### src/rtl/gaussian_5x5_smoothing_unit_assert.svh
// Assertion macros for the 5x5 Gaussian smoothing unit.
// Included by the top level; needs nothing else.
`ifndef GAUSSIAN_5X5_SMOOTHING_UNIT_ASSERT_SVH
`define GAUSSIAN_5X5_SMOOTHING_UNIT_ASSERT_SVH

// Consequent must hold in the same cycle as the antecedent.
`define GS5_ASSERT_SAME(label, ck, rn, ante, cons, msg) \
  label: assert property (@(posedge ck) disable iff (!rn) (ante) |-> (cons)) \
    else $error(msg);

// Consequent must hold in the cycle after the antecedent.
`define GS5_ASSERT_NEXT(label, ck, rn, ante, cons, msg) \
  label: assert property (@(posedge ck) disable iff (!rn) (ante) |=> (cons)) \
    else $error(msg);

`endif

### src/rtl/gs5_pkg.sv
// Shared types and constants of the 5x5 Gaussian smoothing unit.
// No dependencies; used by gs5_conv and the top level.
package gs5_pkg;

  // Geometry of the filter window and the line stores.
  localparam int KSIZE  = 5;
  localparam int NLINES = 4;
  localparam int PIX_W  = 8;

  // Field widths of the registers and the result.
  localparam int LINE_WIDTH_W   = 12;
  localparam int FRAME_HEIGHT_W = 13;
  localparam int CX_W           = 11;
  localparam int CY_W           = 12;
  localparam int CFG_ADDR_W     = 3;
  localparam int CFG_DATA_W     = 32;

  // Default parameter values and register reset values.
  localparam int MAX_WIDTH_DEF    = 2048;
  localparam int MAX_HEIGHT_DEF   = 4096;
  localparam int DIVISOR_DEF      = 330;
  localparam int LINE_WIDTH_RST   = 640;
  localparam int FRAME_HEIGHT_RST = 480;

  // Mask weights, one per class of symmetric positions.
  localparam int W_CORNER = 1;
  localparam int W_EDGE   = 4;
  localparam int W_MIDRIM = 7;
  localparam int W_INDIAG = 20;
  localparam int W_INAXIS = 33;
  localparam int W_CENTER = 54;

  // Group sums hold up to eight pixels; the weighted sum reaches 330 * 255.
  localparam int GSUM_W = 11;
  localparam int ACC_W  = 17;
  localparam logic [PIX_W-1:0] PIX_MAX = '1;

  // Result queue and pipeline depth of the convolution unit.
  localparam int OUT_FIFO_DEPTH = 8;
  localparam int CONV_STAGES    = 4;

  // Register map.
  typedef enum logic [0:0] {
    REG_LINE_WIDTH   = 1'b0,
    REG_FRAME_HEIGHT = 1'b1
  } reg_idx_t;

  typedef struct packed {
    logic [PIX_W-1:0] pixel;
    logic             frame_start;
  } in_item_t;

  typedef struct packed {
    logic [PIX_W-1:0] smoothed;
    logic [CX_W-1:0]  center_x;
    logic [CY_W-1:0]  center_y;
    logic             frame_last;
  } out_item_t;

  // Position data that travels with a window through the pipeline.
  typedef struct packed {
    logic [CX_W-1:0] center_x;
    logic [CY_W-1:0] center_y;
    logic            frame_last;
  } meta_t;

  // Window[row][col]: row 0 is the oldest row, col 0 the oldest column.
  typedef logic [KSIZE-1:0][KSIZE-1:0][PIX_W-1:0] window_t;

endpackage

### src/rtl/gs5_conv.sv
// Convolution pipeline: mask weighting, division by a constant, saturation.
// Depends on gs5_pkg.
module gs5_conv
  import gs5_pkg::*;
#(
  parameter int DIVISOR = DIVISOR_DEF
) (
  input  logic                   clk,
  input  logic                   rst_n,
  input  logic                   win_valid,
  input  window_t                win,
  input  meta_t                  win_meta,
  output logic                   res_valid,
  output out_item_t              res,
  output logic [CONV_STAGES-1:0] busy
);

  // Division by multiplication with a rounded-up reciprocal; exact for ACC_W-bit sums.
  localparam int              SHIFT    = ACC_W + $clog2(DIVISOR);
  localparam int              RECIP_W  = SHIFT + 1;
  localparam longint unsigned RECIP_L  = ((longint'(1) << SHIFT) + DIVISOR - 1) / DIVISOR;
  localparam int              PROD_W   = ACC_W + RECIP_W;
  localparam logic [RECIP_W-1:0] RECIP = RECIP_W'(RECIP_L);

  logic [GSUM_W-1:0] g_corner_r, g_edge_r, g_midrim_r, g_indiag_r, g_inaxis_r, g_center_r;
  logic [ACC_W-1:0]  acc_r;
  logic [PROD_W-1:0] prod_r;
  logic [ACC_W-1:0]  quo;
  meta_t             meta_a_r, meta_b_r, meta_c_r;
  logic              va_r, vb_r, vc_r, vd_r;

  // Valid flags of the four stages.
  always_ff @(posedge clk) begin
    if (!rst_n) begin
      va_r <= 1'b0;
      vb_r <= 1'b0;
      vc_r <= 1'b0;
      vd_r <= 1'b0;
    end else begin
      va_r <= win_valid;
      vb_r <= va_r;
      vc_r <= vb_r;
      vd_r <= vc_r;
    end
  end

  // Stage A: sum the pixels that share a mask weight.
  always_ff @(posedge clk) begin
    g_corner_r <= GSUM_W'(win[0][0]) + GSUM_W'(win[0][4])
                + GSUM_W'(win[4][0]) + GSUM_W'(win[4][4]);
    g_edge_r   <= GSUM_W'(win[0][1]) + GSUM_W'(win[0][3])
                + GSUM_W'(win[1][0]) + GSUM_W'(win[1][4])
                + GSUM_W'(win[3][0]) + GSUM_W'(win[3][4])
                + GSUM_W'(win[4][1]) + GSUM_W'(win[4][3]);
    g_midrim_r <= GSUM_W'(win[0][2]) + GSUM_W'(win[2][0])
                + GSUM_W'(win[2][4]) + GSUM_W'(win[4][2]);
    g_indiag_r <= GSUM_W'(win[1][1]) + GSUM_W'(win[1][3])
                + GSUM_W'(win[3][1]) + GSUM_W'(win[3][3]);
    g_inaxis_r <= GSUM_W'(win[1][2]) + GSUM_W'(win[2][1])
                + GSUM_W'(win[2][3]) + GSUM_W'(win[3][2]);
    g_center_r <= GSUM_W'(win[2][2]);
    meta_a_r   <= win_meta;
  end

  // Stage B: weight the group sums by constants and add them up.
  always_ff @(posedge clk) begin
    acc_r <= ACC_W'(g_corner_r) * ACC_W'(W_CORNER)
           + ACC_W'(g_edge_r)   * ACC_W'(W_EDGE)
           + ACC_W'(g_midrim_r) * ACC_W'(W_MIDRIM)
           + ACC_W'(g_indiag_r) * ACC_W'(W_INDIAG)
           + ACC_W'(g_inaxis_r) * ACC_W'(W_INAXIS)
           + ACC_W'(g_center_r) * ACC_W'(W_CENTER);
    meta_b_r <= meta_a_r;
  end

  // Stage C: multiply by the reciprocal of the divisor.
  always_ff @(posedge clk) begin
    prod_r   <= PROD_W'(acc_r) * PROD_W'(RECIP);
    meta_c_r <= meta_b_r;
  end

  // Stage D: take the quotient and saturate it into the result register.
  assign quo = prod_r[SHIFT +: ACC_W];

  always_ff @(posedge clk) begin
    res.smoothed   <= (quo > ACC_W'(PIX_MAX)) ? PIX_MAX : quo[PIX_W-1:0];
    res.center_x   <= meta_c_r.center_x;
    res.center_y   <= meta_c_r.center_y;
    res.frame_last <= meta_c_r.frame_last;
  end

  assign res_valid = vd_r;
  assign busy      = {vd_r, vc_r, vb_r, va_r};

endmodule

### config.mk
export PLATFORM = sky130hd
export DESIGN_NAME = gs5_conv
export DESIGN_NICKNAME = d
export VERILOG_FILES = /design/src/rtl/gaussian_5x5_smoothing_unit_assert.svh /design/src/rtl/gs5_pkg.sv /design/src/rtl/gs5_conv.sv
export SDC_FILE = /design/constraint.sdc
export NUM_CORES = 1
export LEC_CHECK = 0
export BUFFER_PORTS_ARGS = -buffer_cell sky130_fd_sc_hd__buf_2
export CAP_MARGIN = 20
export CORE_MARGIN = 4
export CORE_UTILIZATION = 58
export CTS_CLUSTER_DIAMETER = 150
export DETAILED_ROUTE_END_ITERATION = 8
export PLACE_DENSITY = 0.94
export SKIP_LAST_GASP = 1
export SYNTH_ARGS = -nofsm -noshare
export SYNTH_HDL_FRONTEND = slang
export SYNTH_SLANG_ARGS = --single-unit
export TNS_END_PERCENT = 1
### constraint.sdc
create_clock -name clk -period 6.9 [get_ports clk]
set_input_delay 0.345 -clock clk [delete_from_list [all_inputs] [get_ports clk]]
set_output_delay 0.345 -clock clk [all_outputs]
set_load 0.005 [all_outputs]
Word-level counts from Yosys, hierarchy flattened
Index checks and enable logic that the tools add are counted.
- add/sub/neg operators: 24
- multiply operators: 5
- $lt $le $gt $ge: 1
- operators with widths (cell ; count):
    $add A10 B8 Y11 ; 5
    $add A9 B8 Y10 ; 5
    $add A8 B8 Y9 ; 5
    $add A11 B8 Y11 ; 4
    $mul A17 B18 Y35 const B ; 1
    $mul A11 B3 Y14 const B ; 2
    $add A15 B16 Y17 ; 1
    $add A17 B14 Y17 ; 1
    $add A17 B17 Y17 ; 1
    $mul A11 B6 Y17 const B ; 1
    $add A14 B14 Y15 ; 1
    $add A11 B13 Y14 ; 1
    $mul A8 B5 Y13 const B ; 1
    $gt A9 B8 Y1 const B ; 1
- register bits after elaboration: 223
- bits of input ports: 227
- output and inout port bits: 37

Longest topological paths before layout
Gate-level depths: netlist of run 1.
- word-level depth: 7
- depth in mapped cells: 27
- depth with buffers taken out: 27

Worst setup path after synthesis of run 1
No wires, ideal clock.
- path type: register -> register
- from: register g_center_r[1]
- to: register acc_r[13]
- library setup time: 0.121 ns
- arrival: 6.039 ns
- required time: 6.779 ns
- path slack: 0.740 ns
- cell stages (with the launch flop): 27
- cell sequence: dfxtp_1 ha_1 fa_1 inv_1 fa_1 inv_1 ha_1 a21oi_1 o21bai_1 a21oi_1 nor2b_1 o21ai_0 a21oi_1 fa_1 ha_1 ha_1 fa_1 inv_1 fa_1 inv_1 ha_1 and3_1 and3_1 nand3_1 o211ai_1 or2_1 xor2_1
- longest elaborated chain between the ends: 2
- RTL lines (what ; line ; RTL):
    from (decl) ; gs5_conv.sv:25 ; logic [GSUM_W-1:0] g_corner_r, g_edge_r, g_midrim_r, g_indiag_r, g_inaxis_r, g_center_r;
    from (signal assigned) ; gs5_conv.sv:61 ; g_center_r <= GSUM_W'(win[2][2]);
    $mul A8 B5 Y13 ; gs5_conv.sv:72 ; + ACC_W'(g_center_r) * ACC_W'(W_CENTER);
    $add A17 B14 Y17 ; gs5_conv.sv:72 ;
    to (signal assigned) ; gs5_conv.sv:67 ; acc_r <= ACC_W'(g_corner_r) * ACC_W'(W_CORNER)
    to (decl) ; gs5_conv.sv:26 ; logic [ACC_W-1:0] acc_r;
Every way passes these cells.
A chain may end at the register's enable or synchronous reset.

Final worst setup path of run 1
- from: register g_center_r[1]
- to: register acc_r[15]
Same word-level chain as after synthesis.

==> results of run 1 <==
## per-layer routing
metal | vias to the layer above | track usage | part of all wire
met2 | 244 | 0.4372 | 0.56
met5 | - | 0 | 0
met1 | 5074 | 0.2463 | 0.38
met4 | 0 | 0.07616 | 0.030
met3 | 73 | 0.02973 | 0.032
li1 | 4858 | - | -
## registers in the layout, summed over array words and instances, names as in the netlist
name	count
acc_r	17
vc_r	1
res	32
prod_r	9
g_edge_r	11
g_midrim_r	10
g_inaxis_r	10
meta_c_r	24
g_indiag_r	10
g_center_r	8
meta_b_r	24
va_r	1
meta_a_r	24
vb_r	1
g_corner_r	10
res_valid	1
## layout make-up
cell class,instances,share of cell area
inverters,334,0.06836
clock buffers,17,0.02320
clock inverters,15,0.01221
multi-input cells,832,0.5796
diodes,1,0.0001364
flip-flops and latches,193,0.2107
repair buffers,283,0.08255
well taps,341,0.02326
## logic make-up after synthesis
| kind of cell | Yosys count | synth area share |
|---|---|---|
| compound gates | 144 | 0.06117 |
| simple gates | 84 | 0.02991 |
| xor+xnor | 72 | 0.03999 |
| flops | 193 | 0.2450 |
| buf+inv | 338 | 0.08140 |
| fa+ha+maj | 532 | 0.5425 |
## critical path, stage by stage (launching register included)
cell	delay (ns)
dfxtp_1	0.34
ha_1	0.33
fa_1	0.48
inv_1	0.05
fa_1	0.49
inv_1	0.05
ha_1	0.30
a21oi_2	0.20
o21bai_1	0.11
a21oi_2	0.22
nor2b_1	0.08
o21ai_1	0.14
a21oi_1	0.10
fa_1	0.46
ha_1	0.28
ha_1	0.29
fa_1	0.54
inv_1	0.05
fa_1	0.47
inv_1	0.04
ha_1	0.33
and3_1	0.22
and3_1	0.18
nand3_1	0.08
o211ai_1	0.13
o41ai_2	0.34
xnor2_1	0.16
## stage by stage
stage                     hold WS (ns)  instance area [um2]  std cells  utilization
after floorplan                 0.3096                15770       1363            -
after global placement          0.3096                17480       1963       0.6505
after detailed placement        0.3121                17480       1963       0.6505
after CTS                   0.00002784                18280       2010       0.6803
after global routing          0.001400                18340       2016       0.6824
final                          0.01137                18340       2016       0.6824
## cells in the final DEF (no fill, tap or decap), types with 19 or more instances in the layout
cell,count
dlygate4sd3_1,19
buf_2,263
dfxtp_1,193
o21ai_0,22
a21oi_1,51
xor2_1,21
a21o_1,24
fa_1,253
xnor2_1,51
ha_1,279
inv_1,334
## final timing paths
kind,from,end,slack [ns]
setup reg to reg,g_center_r[1],acc_r[15],0.38
setup / recovery,g_center_r[1],acc_r[15],0.38
hold / removal,win[96],g_center_r[0],0.01
hold reg to reg,meta_c_r[5],res[5],0.32
## timing repair
action / CTS / global route
setup endpoints to repair: 0 / 2
hold endpoints to repair: 15 / 4
hold buffers: 15 / 4
gates resized for setup: 0 / 3
setup buffers: 0 / 1
==> summary.txt, run 1 <==
Status - finished, final reports clean
Nets@finish - 2,420
Total GRT Usage - 0.2231
Clock-pin slew on the worst setup and hold paths - 0.09 ns
Min-Delay Path Class - in -> reg
F_max - 0.1535 GHz
Post-synthesis area per instance - 11.57 um2
Final hold viol count - 0
RSZ-0062 raised after global routing - false
Ys flop type - dfxtp_1
EDFF count, synth - 0
YS warnings - 0
Yosys cell types - 48
Num ports - 264
Chip width - 172.9 um
Final worst slack - 0.3849 ns
CTS root buf - clkbuf_16
Count of input and output buffers - 263
Initial Util - 0.5868
Synth area leader - fa_1
Fin Clk Skew - 0.01149 ns
Maximum clock path buffer count - 2
Startpoint types - register
Most common cell in the netlist - inv_1
Yosys top cell area share - 0.3212
Pre-antenna DRT Iters - 5
Area Growth Syn to Fin - 16.30%
Hold Path Stages - 1
Layout cell share with drive strength beyond 1 - 0.1965
H-tree levels - 4
Die Area - 29,890 um2
Synth top area cells - fa_1 32%, dfxtp_1 25%, ha_1 22%
Routed via count - 10,250
Async set-or-reset flop fraction in the synthesized netlist - 0
Critical path class - reg -> reg
Via density - 5.084
Clock sinks - 193
Largest net degree at the start of global routing - 25
Setup violations, final - 0
Worst-skew pair later-pin latency - 0.45 ns
Per-cell routed wire length - 16.00 um
Gpl congestion - 0.8926
Period Utilization, post-route - 0.9442
DRC errors left - 0
Placement row count - 60
Starting DRT DRC Count - 340
Minimum clock period - 6.515 ns
Register area - 3864 um2
Synthesized Nets - 2,122
CTS tree - built
Mapped Cells - 1,363
Crit end category - register
HPWL after DPL - 27,690 um
Synth Register Bits - 193
Fillers - 1,900
Vias in the first global route - 11,910
Cts bufs inserted - 17
DRT antenna net count - 0
Placement Setup Slack - 0.2125 ns
First-pass GRT wire length - 54,280 um
CP required - 7.27 ns
Area of the multi-input gates - 10,630 um2
Seq/Total Area, Yosys - 0.2450
Relative slew slack - 0.7187
Mapped Area - 15,770 um2
Max-cap viol count - 0
Commonest cells in the netlist - 334 x inv_1, 279 x ha_1, 253 x fa_1, 193 x dfxtp_1, 53 x a21oi_1
Worst-case reg-to-reg path depth - 26
Global route total overflow - 0
Final Max Slew Viols - 0
Crit Path Max Fanout - 4
Core area - 26,880 um2
Final WL - 32,260 um
Data arrival, critical path - 6.89 ns
Setup TNS - 0 ns
Initial antenna violation count - 1
Height of the die - 172.9 um
Worst slew pin tran - 0.4214 ns
Power of run 1 is not shown: default switching activity piles up to over one toggle a cycle in this logic, so the estimate is an artifact.
==> run 2: changes to the inputs <==
--- a/config.mk
+++ b/config.mk
@@ -12,6 +12,7 @@
 export CTS_CLUSTER_DIAMETER = 150
 export DETAILED_ROUTE_END_ITERATION = 8
 export PLACE_DENSITY = 0.94
+export RECOVER_POWER = 25
 export SKIP_LAST_GASP = 1
 export SYNTH_ARGS = -nofsm -noshare
 export SYNTH_HDL_FRONTEND = slang
==> run 2 against run 1 <==
Against the previous run:
- fmax fell by 0.26%
- flip-flop and latch count stayed put
- cell area about the same
- worst hold slack improved by 0.00065 ns
- first-iteration DRC count increased by 2.6%
- sequential share of layout area barely moved
- clock skew hardly changed
- highest routed layer unchanged
- routed wire length is 0.21% higher
- worst setup slack lost 0.017 ns
- utilization about the same
- via count is 0.70% higher
==> summary.txt, run 2 (synthesis gave the netlist of run 1 again) <==
Initial antenna violation count - 1 (unchanged)
Worst Path Buf+Inv - 4 (unchanged)
Cts bufs inserted - 17 (unchanged)
Placed inst area - 17,480 um2 (unchanged)
Final Max Slew Viols - 0 (unchanged)
Num ports - 264 (unchanged)
Worst-case reg-to-reg path depth - 26 (unchanged)
Status - finished, final reports clean (unchanged)
CP required - 7.27 ns (about the same)
Starting DRT DRC Count - 349 (was 340)
Crit Path Max Fanout - 4 (unchanged)
Hold Crit Endpoint - g_center_r[0] (unchanged)
Routed via count - 10,320 (was 10,250)
Via density - 5.120 (was 5.084)
Crit end category - register (unchanged)
CP top delay family - adder cells (unchanged)
Vias in the first global route - 11,910 (unchanged)
CP max stage delay - 0.54 ns (about the same)
Per-cell routed wire length - 16.04 um (was 16.00 um)
Most frequent cells in the layout - 334 x inv_1, 279 x ha_1, 259 x buf_2, 253 x fa_1, 193 x dfxtp_1 (was 334 x inv_1, 279 x ha_1, 263 x buf_2, 253 x fa_1, 193 x dfxtp_1)
H-tree levels - 4 (unchanged)
Period Utilization, post-route - 0.9467 (was 0.9442)
Hold Path Stages - 1 (unchanged)
HPWL after DPL - 27,690 um (unchanged)
Min-Delay Path Class - in -> reg (unchanged)
DRT antenna net count - 0 (unchanged)
Worst-skew pair later-pin latency - 0.44 ns (was 0.45 ns)
RSZ-0062 raised after global routing - false (unchanged)
Path length in cells of the critical path - 26 (unchanged)
CTS tree - built (unchanged)
Pre-antenna DRT Iters - 5 (unchanged)
Hold path start - win[96] (unchanged)
CTS root buf - clkbuf_16 (unchanged)
Total GRT Usage - 0.2231 (unchanged)
Max-cap viol count - 0 (unchanged)
Core area - 26,880 um2 (unchanged)
Min Hold Slack - 0.01202 ns (was 0.01137 ns)
Worst slew pin tran - 0.4265 ns (was 0.4214 ns)
Height of the die - 172.9 um (unchanged)
Global route total overflow - 0 (unchanged)
Startpoint types - register (unchanged)
Final WL - 32,330 um (was 32,260 um)
Relative slew slack - 0.7153 (was 0.7187)
Count of input and output buffers - 263 (unchanged)
Largest Register - res (unchanged)
Initial Util - 0.5868 (unchanged)
Setup violations, final - 0 (unchanged)
Critical path class - reg -> reg (unchanged)
Minimum clock period - 6.532 ns (was 6.515 ns)
Largest net degree at the start of global routing - 25 (unchanged)
Area Growth Syn to Fin - 16.26% (was 16.30%)
DRC errors left - 0 (unchanged)
Final hold viol count - 0 (unchanged)
Finished Cell Area - 18,340 um2 (about the same)
F_max - 0.1531 GHz (was 0.1535 GHz)
CP max-delay cell - fa_1 (unchanged)
Reg-to-reg slack, setup - 0.37 ns (was 0.38 ns)
Chip width - 172.9 um (unchanged)
Setup TNS - 0 ns (unchanged)
Fin Clk Skew - 0.01185 ns (was 0.01149 ns)
Clock sinks - 193 (unchanged)
Maximum clock path buffer count - 2 (unchanged)
Clock-pin slew on the worst setup and hold paths - 0.09 ns (about the same)
Die Area - 29,890 um2 (unchanged)
Data arrival, critical path - 6.90 ns (was 6.89 ns)
Layout cell share with drive strength beyond 1 - 0.1941 (was 0.1965)
Most common cell after layout, fill and taps aside - inv_1 (unchanged)
Max reg flops - 32 (unchanged)
Nets@finish - 2,420 (unchanged)
Gpl congestion - 0.8926 (unchanged)
R2R Path End - acc_r[15] (unchanged)
Placement row count - 60 (unchanged)
Reg2reg start - g_center_r[1] (unchanged)
First-pass GRT wire length - 54,280 um (unchanged)
-- run 2: cell type report --
class,count,area (um2)
timing repair buffer,283,1509
clock inverter,15,224.0
clock buffer,17,425.4
fill,1904,8541
antenna,1,2.502
tap,341,426.7
sequential,193,3864
multi-input combinational,832,10630
inverter,334,1254
-- run 2: how the worst max path moves through the flow --
stage	startpoint	to	slack, ns
2_1_floorplan	g_center_r[1]	acc_r[13]	0.74
3_3_place_gp	g_center_r[2]	acc_r[13]	0.50
3_5_place_dp	g_center_r[1]	acc_r[13]	0.21
4_1_cts	g_center_r[2]	acc_r[13]	0.20
5_1_grt	g_center_r[1]	acc_r[15]	0.008
6_report	g_center_r[1]	acc_r[15]	0.37
-- run 2: what timing repair did --
item / 4_1_cts / 5_1_grt
hold buffers: 15 / 4
endpoints found under the setup margin: 0 / 2
endpoints found under the hold margin: 15 / 4
gates resized for setup: 0 / 3
setup buffers: 0 / 1
-- run 2: through the flow --
step / util / cells / setup slack [ns]
CTS: 0.6803 / 2010 / 0.2000
global placement: 0.6505 / 1963 / 0.5012
floorplan: - / 1363 / 0.7400
global route: 0.6822 / 2016 / 0.008495
detailed placement: 0.6505 / 1963 / 0.2125
finish: 0.6822 / 2016 / 0.3677
-- run 2: per-layer routing --
| metal | vias to the layer above | GRT usage | share of wire |
|---|---|---|---|
| met3 | 72 | 0.02973 | 0.029 |
| met2 | 243 | 0.4372 | 0.56 |
| met1 | 5151 | 0.2463 | 0.38 |
| met5 | - | 0 | 0 |
| li1 | 4855 | - | - |
| met4 | 0 | 0.07616 | 0.028 |
Power of run 2 is left out for the same reason.
